## config.mk

```make
export PLATFORM = sky130hd
export DESIGN_NAME = keyed_target_table_with_aging
export DESIGN_NICKNAME = d
export VERILOG_FILES = /design/src/ktt_pkg.sv /design/src/ktt_table.sv /design/src/ktt_grade.sv /design/src/keyed_target_table_with_aging.sv
export SDC_FILE = /design/constraint.sdc
export NUM_CORES = 2
export LEC_CHECK = 0
export BUFFER_PORTS_ARGS = -buffer_cell sky130_fd_sc_hd__buf_4
export CAP_MARGIN = 20
export CORE_MARGIN = 5
export CORE_UTILIZATION = 29
export CTS_BUF_LIST = sky130_fd_sc_hd__clkbuf_4 sky130_fd_sc_hd__clkbuf_8 sky130_fd_sc_hd__clkbuf_16
export DETAILED_ROUTE_END_ITERATION = 12
export PLACE_DENSITY = 0.54
export SKIP_LAST_GASP = 1
export SYNTH_ARGS = -nofsm -noshare
export SYNTH_HDL_FRONTEND = slang
export SYNTH_SLANG_ARGS = --single-unit
```

## constraint.sdc

```tcl
create_clock -name clock -period 9.8 [get_ports clock]
set_clock_uncertainty 0.2 [all_clocks]
set_input_delay 2.94 -clock clock [delete_from_list [all_inputs] [get_ports clock]]
set_output_delay 2.94 -clock clock [all_outputs]
set_load 0.02 [all_outputs]
```

## src/ktt_pkg.sv

```systemverilog
// Shared types, constants and codes for the keyed target table.
package ktt_pkg;

   localparam int NUM_ENTRIES = 32;
   localparam int SLOT_W      = $clog2(NUM_ENTRIES);
   localparam int CNT_W       = $clog2(NUM_ENTRIES + 1);
   localparam logic [CNT_W-1:0] ENTRY_CNT = CNT_W'(NUM_ENTRIES);

   localparam int ID_W    = 30;
   localparam int CLS_W   = 2;
   localparam int AGE_W   = 16;
   localparam int FR_W    = 2;
   localparam int KIND_W  = 2;
   localparam int SLOTO_W = 6;
   localparam int THR_W   = 16;

   localparam logic [AGE_W-1:0] AGE_MAX = '1;

   // operation codes (req_tuser)
   localparam logic OP_REPORT = 1'b0;
   localparam logic OP_TICK   = 1'b1;

   // event kinds
   localparam logic [KIND_W-1:0] EV_UPDATED = 2'd0;
   localparam logic [KIND_W-1:0] EV_EXPIRED = 2'd1;
   localparam logic [KIND_W-1:0] EV_FULL    = 2'd2;

   // freshness grades
   localparam logic [FR_W-1:0] FR_CURRENT = 2'd0;
   localparam logic [FR_W-1:0] FR_STALE   = 2'd1;
   localparam logic [FR_W-1:0] FR_LOST    = 2'd2;

   localparam logic [CLS_W-1:0] CLS_UNKNOWN = 2'd0;

   // register indexes
   localparam logic CSR_STALE = 1'b0;
   localparam logic CSR_LOST  = 1'b1;

   typedef struct packed {
      logic [ID_W-1:0]  key;
      logic [CLS_W-1:0] kind;
      logic [AGE_W-1:0] age;
      logic [FR_W-1:0]  fresh;
   } entry_type;

   typedef struct packed {
      logic              en;
      logic [SLOT_W-1:0] addr;
      entry_type         data;
   } tbl_wr_type;

   typedef struct packed {
      logic              en;
      logic [SLOT_W-1:0] addr;
   } tbl_rd_type;

   typedef struct packed {
      logic [AGE_W-1:0] age_next;
      logic [FR_W-1:0]  grade;
      logic             changed;
   } grade_type;

   typedef struct packed {
      logic [KIND_W-1:0]  kind;
      logic [SLOTO_W-1:0] slot;
      logic [ID_W-1:0]    id;
      logic [CLS_W-1:0]   cls;
      logic [FR_W-1:0]    fresh;
   } result_type;

endpackage

```

## src/ktt_table.sv

```systemverilog
// Entry store: one write port, one read port with registered read data.
module ktt_table
   import ktt_pkg::*;
(
   input  logic       clock,
   input  tbl_rd_type rd,
   input  tbl_wr_type wr,
   output entry_type  rd_data
);

   entry_type mem [NUM_ENTRIES];
   entry_type rd_data_ff;

   always_ff @(posedge clock) begin
      if (wr.en) begin
         mem[wr.addr] <= wr.data;
      end
      if (rd.en) begin
         rd_data_ff <= mem[rd.addr];
      end
   end

   assign rd_data = rd_data_ff;

endmodule

```

## src/ktt_grade.sv

```systemverilog
// Shared ageing unit: saturating increment and grading against both thresholds.
module ktt_grade
   import ktt_pkg::*;
(
   input  logic [AGE_W-1:0] age,
   input  logic [FR_W-1:0]  fresh,
   input  logic [THR_W-1:0] stale_thr,
   input  logic [THR_W-1:0] lost_thr,
   output grade_type        res
);

   logic [AGE_W-1:0] age_n;
   logic [FR_W-1:0]  grade;

   always_comb begin
      age_n = (age == AGE_MAX) ? age : age + AGE_W'(1);
      if (age_n < stale_thr) begin
         grade = FR_CURRENT;
      end else if (age_n < lost_thr) begin
         grade = FR_STALE;
      end else begin
         grade = FR_LOST;
      end
      res.age_next = age_n;
      res.grade    = grade;
      res.changed  = (grade != fresh);
   end

endmodule

```

## src/keyed_target_table_with_aging.sv

```systemverilog
// Top level: keyed target table with aging, sequencer and result staging.
//
// req channel: one transaction per command. req_tuser selects a vessel report
// (0) or a one-second tick (1). A report with identity 0 is absorbed silently.
// A report scans all slots through the single read port of the entry store,
// then updates or allocates the slot and gives one result (updated, or table
// full). A tick walks the table twice through the same port and the shared
// ageing unit: first ageing and regrading each entry (updated events), then
// expiring the lost entries.
// rsp channel: results in order; rsp_tlast marks the final result of a command.
// One result is held back in a staging register until it is known whether it
// is the last; a stalled receiver stalls the walk, nothing is dropped.
// req_tready is high only while the sequencer is idle; a finished result may
// still wait in the output register while the next command is taken.
// csr channel: always ready; index 0 stale threshold, 1 lost threshold.
// Reset: synchronous, active high; clears all slots and the output, thresholds
// back to 180 and 360 seconds. No clearing pass is needed.
module keyed_target_table_with_aging
   import ktt_pkg::*;
(
   input  logic        clock,
   input  logic        reset,
   input  logic        req_tvalid,
   output logic        req_tready,
   input  logic [31:0] req_tdata,   // target_id[29:0], vessel_class[31:30]
   input  logic        req_tuser,   // operation
   output logic        rsp_tvalid,
   input  logic        rsp_tready,
   output logic [39:0] rsp_tdata,   // slot[5:0], entry_id[35:6], entry_class[37:36],
                                    // freshness[39:38]
   output logic [1:0]  rsp_tuser,   // event_kind
   output logic        rsp_tlast,
   input  logic        csr_valid,
   output logic        csr_ready,
   input  logic        csr_index,
   input  logic [15:0] csr_wdata
);

   typedef enum logic [5:0] {
      S_IDLE   = 6'b000001,
      S_SCAN   = 6'b000010,
      S_UPDATE = 6'b000100,
      S_AGE    = 6'b001000,
      S_EXPIRE = 6'b010000,
      S_FLUSH  = 6'b100000
   } state_type;

   state_type              state_ff, state_in;
   logic [CNT_W-1:0]       rd_idx_ff, rd_idx_in;
   logic                   st_valid_ff, st_valid_in;
   logic [SLOT_W-1:0]      st_idx_ff, st_idx_in;
   logic [NUM_ENTRIES-1:0] valid_ff, valid_in;
   logic [NUM_ENTRIES-1:0] lost_ff, lost_in;
   logic [THR_W-1:0]       stale_thr_ff, stale_thr_in;
   logic [THR_W-1:0]       lost_thr_ff, lost_thr_in;
   logic                   pend_valid_ff, pend_valid_in;
   result_type             pend_ff, pend_in;
   logic                   rsp_valid_ff, rsp_valid_in;
   result_type             rsp_ff, rsp_in;
   logic                   rsp_last_ff, rsp_last_in;

   logic [ID_W-1:0]        req_id_ff, req_id_in;
   logic [CLS_W-1:0]       req_cls_ff, req_cls_in;
   logic                   hit_found_ff, hit_found_in;
   logic [SLOT_W-1:0]      hit_idx_ff, hit_idx_in;
   logic [CLS_W-1:0]       hit_kind_ff, hit_kind_in;
   logic                   free_found_ff, free_found_in;
   logic [SLOT_W-1:0]      free_idx_ff, free_idx_in;

   tbl_rd_type             tbl_rd;
   tbl_wr_type             tbl_wr;
   entry_type              rdata;
   grade_type              grd;

   logic                   adv;
   logic                   need;
   logic                   emit;
   result_type             emit_res;
   logic                   emit_ok;
   logic                   walk_done;
   logic [CLS_W-1:0]       kind_new;
   logic [ID_W-1:0]        in_id;
   logic [CLS_W-1:0]       in_cls;

   ktt_table u_table (
      .clock   (clock),
      .rd      (tbl_rd),
      .wr      (tbl_wr),
      .rd_data (rdata)
   );

   ktt_grade u_grade (
      .age       (rdata.age),
      .fresh     (rdata.fresh),
      .stale_thr (stale_thr_ff),
      .lost_thr  (lost_thr_ff),
      .res       (grd)
   );

   assign in_id      = req_tdata[ID_W-1:0];
   assign in_cls     = req_tdata[ID_W+CLS_W-1:ID_W];
   assign req_tready = (state_ff == S_IDLE);
   assign csr_ready  = 1'b1;
   assign emit_ok    = !pend_valid_ff || !rsp_valid_ff || rsp_tready;
   assign walk_done  = (rd_idx_ff == ENTRY_CNT) && !st_valid_ff;
   assign kind_new   = (req_cls_ff != CLS_UNKNOWN) ? req_cls_ff : hit_kind_ff;

   always_comb begin
      state_in      = state_ff;
      rd_idx_in     = rd_idx_ff;
      st_valid_in   = st_valid_ff;
      st_idx_in     = st_idx_ff;
      valid_in      = valid_ff;
      lost_in       = lost_ff;
      stale_thr_in  = stale_thr_ff;
      lost_thr_in   = lost_thr_ff;
      pend_valid_in = pend_valid_ff;
      pend_in       = pend_ff;
      rsp_valid_in  = rsp_valid_ff;
      rsp_in        = rsp_ff;
      rsp_last_in   = rsp_last_ff;
      req_id_in     = req_id_ff;
      req_cls_in    = req_cls_ff;
      hit_found_in  = hit_found_ff;
      hit_idx_in    = hit_idx_ff;
      hit_kind_in   = hit_kind_ff;
      free_found_in = free_found_ff;
      free_idx_in   = free_idx_ff;
      tbl_rd        = '0;
      tbl_wr        = '0;
      adv           = 1'b0;
      need          = 1'b0;
      emit          = 1'b0;
      emit_res      = '0;

      if (rsp_valid_ff && rsp_tready) begin
         rsp_valid_in = 1'b0;
      end

      if (csr_valid) begin
         case (csr_index)
            CSR_STALE: stale_thr_in = csr_wdata;
            CSR_LOST:  lost_thr_in  = csr_wdata;
            default:   ;
         endcase
      end

      case (state_ff)
         S_IDLE: begin
            if (req_tvalid) begin
               rd_idx_in     = '0;
               st_valid_in   = 1'b0;
               req_id_in     = in_id;
               req_cls_in    = in_cls;
               hit_found_in  = 1'b0;
               free_found_in = 1'b0;
               if (req_tuser == OP_TICK) begin
                  lost_in  = '0;
                  state_in = S_AGE;
               end else if (in_id != '0) begin
                  state_in = S_SCAN;
               end
            end
         end
         S_SCAN: begin
            adv = 1'b1;
            if (st_valid_ff) begin
               if (valid_ff[st_idx_ff]) begin
                  if (!hit_found_ff && rdata.key == req_id_ff) begin
                     hit_found_in = 1'b1;
                     hit_idx_in   = st_idx_ff;
                     hit_kind_in  = rdata.kind;
                  end
               end else if (!free_found_ff) begin
                  free_found_in = 1'b1;
                  free_idx_in   = st_idx_ff;
               end
            end
            if (walk_done) begin
               state_in = S_UPDATE;
            end
         end
         S_UPDATE: begin
            emit = 1'b1;
            tbl_wr.data.key   = req_id_ff;
            tbl_wr.data.age   = '0;
            tbl_wr.data.fresh = FR_CURRENT;
            if (hit_found_ff) begin
               tbl_wr.en        = 1'b1;
               tbl_wr.addr      = hit_idx_ff;
               tbl_wr.data.kind = kind_new;
               emit_res = '{EV_UPDATED, SLOTO_W'(hit_idx_ff), req_id_ff, kind_new, FR_CURRENT};
            end else if (free_found_ff) begin
               tbl_wr.en             = 1'b1;
               tbl_wr.addr           = free_idx_ff;
               tbl_wr.data.kind      = req_cls_ff;
               valid_in[free_idx_ff] = 1'b1;
               emit_res = '{EV_UPDATED, SLOTO_W'(free_idx_ff), req_id_ff, req_cls_ff,
                            FR_CURRENT};
            end else begin
               emit_res = '{EV_FULL, '0, req_id_ff, req_cls_ff, FR_CURRENT};
            end
            state_in = S_FLUSH;
         end
         S_AGE: begin
            need = st_valid_ff && valid_ff[st_idx_ff] && grd.grade != FR_LOST && grd.changed;
            adv  = !(need && !emit_ok);
            if (adv && st_valid_ff && valid_ff[st_idx_ff]) begin
               if (grd.grade == FR_LOST) begin
                  lost_in[st_idx_ff] = 1'b1;
               end else begin
                  tbl_wr.en         = 1'b1;
                  tbl_wr.addr       = st_idx_ff;
                  tbl_wr.data.key   = rdata.key;
                  tbl_wr.data.kind  = rdata.kind;
                  tbl_wr.data.age   = grd.age_next;
                  tbl_wr.data.fresh = grd.grade;
               end
               if (need) begin
                  emit     = 1'b1;
                  emit_res = '{EV_UPDATED, SLOTO_W'(st_idx_ff), rdata.key, rdata.kind,
                               grd.grade};
               end
            end
            if (walk_done) begin
               rd_idx_in = '0;
               state_in  = S_EXPIRE;
            end
         end
         S_EXPIRE: begin
            need = st_valid_ff && lost_ff[st_idx_ff];
            adv  = !(need && !emit_ok);
            if (adv && need) begin
               emit                = 1'b1;
               emit_res            = '{EV_EXPIRED, SLOTO_W'(st_idx_ff), rdata.key, rdata.kind,
                                       FR_LOST};
               valid_in[st_idx_ff] = 1'b0;
               lost_in[st_idx_ff]  = 1'b0;
            end
            if (walk_done) begin
               state_in = S_FLUSH;
            end
         end
         S_FLUSH: begin
            if (!pend_valid_ff) begin
               state_in = S_IDLE;
            end else if (!rsp_valid_ff || rsp_tready) begin
               rsp_in        = pend_ff;
               rsp_last_in   = 1'b1;
               rsp_valid_in  = 1'b1;
               pend_valid_in = 1'b0;
               state_in      = S_IDLE;
            end
         end
         default: begin
            state_in = S_IDLE;
         end
      endcase

      // walk pipeline: read one slot ahead of the one being processed
      if (adv && !walk_done) begin
         if (rd_idx_ff < ENTRY_CNT) begin
            tbl_rd.en   = 1'b1;
            tbl_rd.addr = rd_idx_ff[SLOT_W-1:0];
            rd_idx_in   = rd_idx_ff + CNT_W'(1);
            st_valid_in = 1'b1;
            st_idx_in   = rd_idx_ff[SLOT_W-1:0];
         end else begin
            st_valid_in = 1'b0;
         end
      end

      // a new result pushes the held one out, which is then known not to be last
      if (emit) begin
         if (pend_valid_ff) begin
            rsp_in       = pend_ff;
            rsp_last_in  = 1'b0;
            rsp_valid_in = 1'b1;
         end
         pend_in       = emit_res;
         pend_valid_in = 1'b1;
      end
   end

   always_ff @(posedge clock) begin
      if (reset) begin
         state_ff      <= S_IDLE;
         rd_idx_ff     <= '0;
         st_valid_ff   <= 1'b0;
         valid_ff      <= '0;
         lost_ff       <= '0;
         stale_thr_ff  <= THR_W'(180);
         lost_thr_ff   <= THR_W'(360);
         pend_valid_ff <= 1'b0;
         rsp_valid_ff  <= 1'b0;
         hit_found_ff  <= 1'b0;
         free_found_ff <= 1'b0;
      end else begin
         state_ff      <= state_in;
         rd_idx_ff     <= rd_idx_in;
         st_valid_ff   <= st_valid_in;
         valid_ff      <= valid_in;
         lost_ff       <= lost_in;
         stale_thr_ff  <= stale_thr_in;
         lost_thr_ff   <= lost_thr_in;
         pend_valid_ff <= pend_valid_in;
         rsp_valid_ff  <= rsp_valid_in;
         hit_found_ff  <= hit_found_in;
         free_found_ff <= free_found_in;
      end
   end

   always_ff @(posedge clock) begin
      st_idx_ff   <= st_idx_in;
      pend_ff     <= pend_in;
      rsp_ff      <= rsp_in;
      rsp_last_ff <= rsp_last_in;
      req_id_ff   <= req_id_in;
      req_cls_ff  <= req_cls_in;
      hit_idx_ff  <= hit_idx_in;
      hit_kind_ff <= hit_kind_in;
      free_idx_ff <= free_idx_in;
   end

   assign rsp_tvalid = rsp_valid_ff;
   assign rsp_tdata  = {rsp_ff.fresh, rsp_ff.cls, rsp_ff.id, rsp_ff.slot};
   assign rsp_tuser  = rsp_ff.kind;
   assign rsp_tlast  = rsp_last_ff;

endmodule

```

Word level (Yosys, flattened, before mapping) --
Memory sizes are Yosys's and may differ from the RTL's. A register that Yosys moved wholly into a read port is not among the register bits. Cells that the tools add are included.
Operators by class: $add $sub $neg 2, $lt $le $gt $ge 7, equality and inequality tests 28, multiplexer cells 89, bitwise operators 8, reduce and logical (&&, ||, !) cells 46
Operators by type and width (count):
- $mux W42 | 7
- $mux W32 | 8
- $pmux W42 S3 | 1
- $mux W56 | 2
- $pmux W56 S2 | 1
- $mux W6 | 16
- $pmux W32 S3 | 1
- $mux W39 | 2
- $and A32 B32 Y32 | 2
- $or A32 B32 Y32 | 2
- $pmux W32 S2 | 1
- $mux W41 | 1
- $pmux W6 S6 | 1
- $mux W1 | 33
- $lt A16 B16 Y1 | 2
- $not A32 Y32 | 1
- $eq A30 B30 Y1 | 1
- $reduce_bool A30 Y1 | 1
- $ne A2 B2 Y1 const B | 14
- $add A16 B1 Y16 const B | 1
- $eq A16 B16 Y1 const B | 1
- $mux W16 | 1
- $reduce_and A4 Y1 | 4
- $logic_and A1 B1 Y1 | 15
- other kinds (29) | 61
Storage, ports and cells: flip-flop bits (word level) 247, RAM bits 1600, input port bits 55, output and inout bits 46, logic and storage cells 209, memories kept 1
Memories:
- u_table.mem | words 32, bits a word 50, read ports 1, clocked after Yosys merged registers in 1, write ports 1, line ktt_table.sv:11 | entry_type mem [NUM_ENTRIES];

Logic depth before layout (Yosys ltp) --
word-level depth 16, gate-level depth with buffers 22, gate-level depth less buffers 19

Modules after synthesis --
Synthesis repeated with hierarchy kept, for this count alone.
Second synthesis, totals: cell total of the unflattened synthesis 4767, area total of the unflattened synthesis 76231.9 sq um
Modules (own cells, without submodules):
- ktt_table | instances 1, cells each 3504, area each 63748.6 sq um, sequential area each 49547.5 sq um
- keyed_target_table_with_aging | instances 1, cells each 1096, area each 11298.3 sq um, sequential area each 6256.0 sq um
- ktt_grade | instances 1, cells each 167, area each 1184.9 sq um, sequential area each 0.0 sq um

Worst setup path before layout --
OpenSTA, ideal clock, no wires.
kind input to register, start in rsp_tready, end mem u_table.mem[25][0] (netlist name), enable pin, setup time 0.458 ns, arrival time 6.633 ns, required time 9.142 ns, path slack 2.509 ns, stages 7, path buffers 1, cell sequence nand2b_1 -> or2_2 -> a211oi_2 -> a211oi_2 -> clkbuf_1 -> a211o_1 -> nor2_1
Between the ends: word-level cells in the longest chain between the ends 10
RTL lines:
- from (decl) | line keyed_target_table_with_aging.sv:28 | input logic rsp_tready,
- $logic_or A1 B1 Y1 * | line keyed_target_table_with_aging.sv:104 | assign emit_ok = !pend_valid_ff || !rsp_valid_ff || rsp_tready;
- $logic_not A1 Y1 * | line keyed_target_table_with_aging.sv:207 | adv = !(need && !emit_ok);
- $logic_and A1 B1 Y1 * | line keyed_target_table_with_aging.sv:207
- $logic_not A1 Y1 * | line keyed_target_table_with_aging.sv:207
- $logic_and A1 B1 Y1 * (2 in a row) | line keyed_target_table_with_aging.sv:208 | if (adv && st_valid_ff && valid_ff[st_idx_ff]) begin
- $mux W56 * | line keyed_target_table_with_aging.sv:208
- $pmux W56 S2 * | line keyed_target_table_with_aging.sv:148 | case (state_ff)
- $mux W1 | line ktt_table.sv:15 | if (wr.en) begin
- $mux W1 (not written as such) | line ktt_table.sv:16 | mem[wr.addr] <= wr.data;
- to (decl) | line ktt_table.sv:11
Mark *: on every way between the ends. The rest lies on a longest branch, timed or not.

Worst setup path after layout --
start reg u_table.rd_data[2] (netlist name), end reg u_table.rd_data[3] (netlist name)
Between the ends: word-level cells in the longest chain between the ends 13, elaborated cells between the ends (all ways) 16, those cells by class add/sub: 1; order compare: 2; eq/ne: 3; mux: 5; reduce/logical: 5
RTL lines:
- $add A16 B1 Y16 or $eq A16 B16 Y1 (tied branches) | line ktt_grade.sv:16 | age_n = (age == AGE_MAX) ? age : age + AGE_W'(1);
- $mux W16 * | line ktt_grade.sv:16
- $lt A16 B16 Y1 | line ktt_grade.sv:19 | end else if (age_n < lost_thr) begin
- $mux W2 | line ktt_grade.sv:19
- $mux W2 * | line ktt_grade.sv:17 | if (age_n < stale_thr) begin
- $ne A2 B2 Y1 | line keyed_target_table_with_aging.sv:206 | need = st_valid_ff && valid_ff[st_idx_ff] && grd.grade != FR_LOST && grd.changed;
- $logic_and A1 B1 Y1 | line keyed_target_table_with_aging.sv:206
- $logic_and A1 B1 Y1 * | line keyed_target_table_with_aging.sv:206
- $logic_and A1 B1 Y1 * | line keyed_target_table_with_aging.sv:207
- $logic_not A1 Y1 * | line keyed_target_table_with_aging.sv:207
- $pmux W1 S3 * | line keyed_target_table_with_aging.sv:148
- $logic_and A1 B1 Y1 * | line keyed_target_table_with_aging.sv:261 | if (adv && !walk_done) begin
- $mux W6 * | line keyed_target_table_with_aging.sv:261
Marks and branches as above. A chain may end at the register's enable or synchronous reset.

==> impl_metrics.tcl <==
set metrics [dict create \
    finalCritPeriodShare_pct 77.16 \
    hold_viol_final 0 \
    synth-edff-count 1783 \
    final_cell_mix "edfxtp_1, buf_4, o21ai_0" \
    first_pass_iters 9 \
    synth.avg_cell_area_um2 14.79 \
    yosys.area.top_type_share_pct 69.71 \
    drv_slew 0 \
    combPwrFrac_pct 6.0 \
    worst_pin_slew_ns 1.134 \
    internal-power_w 0.01312 \
    clkPwrFrac_pct 41.6 \
    fill_cells 25570 \
    slew_headroom_pct 24.24 \
    grt_pass1_vias 47480 \
    min_from "stale_thr_ff[12]" \
    cts.sink_count 1896 \
    rsz0062_at_grt "no" \
    finalInstanceArea_um2 88750 \
    peakVddDrop_uv 137.3 \
    synth_top_cell_by_area "edfxtp_1" \
    critPathLaunchType "flip-flop" \
    drc 0 \
    placed_area_um2 82530 \
    vias 49180 \
    die_height_um 524.7 \
    layout.cells.most_common "edfxtp_1" \
    ant_nets 0 \
    wl_per_cell_um 28.08 \
    r2r-start "u_table.rd_data[2]" \
    num_rows 189 \
    viasPerCell 5.475 \
    port_buffers 99 \
    p_switching_w 0.003972 \
    coreArea_um2 264400 \
    antenna_found_initial 8 \
    cts_hold_buf 0 \
    p_leak_nw 28.59 \
    synth_area_um2 76810 \
    drive_above_1_share_pct 14.53 \
    numCtsBuffers 190 \
    multi_input_area_um2 19800 \
    max_freq_ghz 0.1322 \
    cts_buffer_depth 3 \
    critPathLaunch "u_table.rd_data[2]" \
    ys.flop_type "edfxtp_1" \
    synth-seq-cells 1896 \
    swShare_pct 23.24 \
    die_w_um 524.7 \
    grt_pass1_wl_mm 359.0 \
    syn_inst 5193 \
    insertion_delay_ns 0.86 \
    die_area_um2 275300 \
    ys_seq_area_share_pct 72.65 \
    setup_tns_ns 0 \
    track_usage_pct 17.55 \
    reg2reg_depth 20 \
    synth.distinct_cells 82 \
    layout_min_cycle_time_ns 7.562 \
    reg2reg_to "u_table.rd_data[3]" \
    path_clk_slew_ns 0.06 \
    endpoint "u_table.rd_data[3]" \
    root_buffer "clkbuf_16" \
    seqPwrFrac_pct 52.3 \
    required_ns 10.20 \
    setup_viol 0 \
    h-tree-depth 4 \
    outcome "finished, final reports clean" \
    power.density_nw_per_um2 192.6 \
    async_reset_ff_share_pct 0 \
    cts_resized 0 \
    io_pins 101 \
    layout.nets 5387 \
    crit_arrival_ns 7.96 \
    dp_hpwl_mm 144.2 \
    dr.first_iter.drc_count 6689 \
    worstPathMaxFanout 45 \
    synthTopCellsByArea "edfxtp_1, dfxtp_1, mux2i_1" \
    area_growth_pct 15.55 \
    maxCapViolations 0 \
    seqCellArea_um2 55810 \
    gp_congestion 0.8663 \
    post_cts_buffers 0 \
    grt_max_degree 151 \
    r2r_setup_slack_ns 2.24 \
    initial_utilization_pct 29.05 \
    end_kind "flip-flop" \
    overflow 0 \
    cts_tree "done" \
    wirelength_mm 252.3 \
    worst-setup-path-type "flip-flop to flip-flop" \
    min_path_type "flip-flop to flip-flop" \
    yosysWarnings 0 \
]
per-layer routing:
layer / up-vias / routed length (um) / global-route usage [%]
li1: 20940 / - / -
met1: 25240 / 105800 / 24.40
met2: 2587 / 115700 / 27.65
met3: 415 / 23180 / 3.650
met4: 2 / 7509 / 5.242
met5: - / 12 / 0
logic make-up after synthesis:
group                      synth area share, %
buffers and inverters                    2.339
AOI/OAI and AO/OA                        13.41
DFF                                      72.65
adders and majority gates               0.5376
and+or+nand+nor                          6.706
muxes                                    3.848
xor gates and xnor gates                0.5017
other                                 0.009777
synth_stat cells (all sizes together) (10+ instances only):
cell and number:
xnor2 30, xor2 14, o311ai 19, nor2b 52, a32oi 45, o22a 16, nor3 75, nor3b 16
and3 47, edfxtp 1783, a211o 57, a211oi 43, o31ai 36, a32o 35, nand4 58, nand3b 10
a21oi 221, a221o 23, o21ai 265, or3 26, a41oi 56, mux4 15, clkbuf 304, nand3 134
and2 73, mux2 100, nor2 251, mux2i 149, ha 33, nor4 19, a31oi 13, o22ai 104
a221oi 77, o221ai 34, o211ai 149, a21o 20, a22o 62, o21bai 37, a22oi 72, buf 98
nand2 256, inv 51, a2111oi 11, dfxtp 113
final cells by class:
type	instances	area share, %
sequential	1896	62.89
multi-input combinational	2875	22.31
clock buffer	238	5.817
tap	3533	4.981
timing repair buffer	285	2.757
clock inverter	104	1.016
inverter	51	0.2270
antenna	1	0.002820
registers in the layout, indices dropped and copies added, names as in the netlist, named ones only:
| name | flops |
|---|---|
| lost_thr_ff | 16 |
| st_idx_ff | 5 |
| hit_idx_ff | 5 |
| hit_kind_ff | 2 |
| lost_ff | 32 |
| rd_idx_ff | 6 |
| valid_ff | 32 |
| stale_thr_ff | 16 |
| st_valid_ff | 1 |
| u_table.rd_data | 50 |
| free_idx_ff | 5 |
| pend_valid_ff | 1 |
| rsp_tvalid | 1 |
| pend_ff | 41 |
| u_table.mem | 1600 |
| free_found_ff | 1 |
| state_ff | 6 |
| req_id_ff | 30 |
| req_cls_ff | 2 |
| hit_found_ff | 1 |
worst min-delay path by stage:
stage	to	slack, ns	depth (start not counted)
global placement	lost_thr_ff[7]	0.25	2
floorplan	st_idx_ff[3]	0.21	0
finish	stale_thr_ff[12]	0.26	2
CTS	stale_thr_ff[13]	0.26	2
detailed placement	lost_thr_ff[12]	0.25	2
global route	stale_thr_ff[13]	0.29	2
critical path, cell delays in order, from the launching register on:
cell	delay (ns)
edfxtp_1	0.50
ha_1	0.28
nand3_1	0.16
nor4_4	0.09
nand4b_1	0.35
nor3_1	0.35
nand3_1	0.15
xnor2_1	0.36
ha_1	0.34
a211oi_1	0.21
o211ai_1	0.16
a221oi_1	0.44
o32ai_1	0.16
nor3b_2	0.52
nand3_4	0.46
buf_4	0.49
nand2_1	0.93
buf_4	0.34
mux2_2	0.35
o211ai_1	0.29
nand3_1	0.12
per-stage QoR:
step	std cells	power (W)	hold slack [ns]	util, %	worst slack [ns]
3_3_place_gp	8629	0.01012	0.2453	31.19	2.342
3_5_place_dp	8633	0.01012	0.2525	31.22	2.306
2_1_floorplan	5224	0.009676	0.2064	-	2.509
6_report	8983	0.01709	0.2634	33.57	2.238
5_1_grt	8982	0.01760	0.2859	33.57	1.828
4_1_cts	8975	0.01718	0.2631	33.51	2.340
power groups by stage:
stage | Sequential (W) | Clock [W] | Combinational (W)
2_1_floorplan | 0.00904 | 0 | 0.000639
3_3_place_gp | 0.00911 | 0 | 0.00101
3_5_place_dp | 0.00910 | 0 | 0.00101
4_1_cts | 0.00894 | 0.00722 | 0.00102
5_1_grt | 0.00894 | 0.00757 | 0.00109
6_report | 0.00894 | 0.00712 | 0.00103
Note: power is estimated with default switching activity, not from simulation.
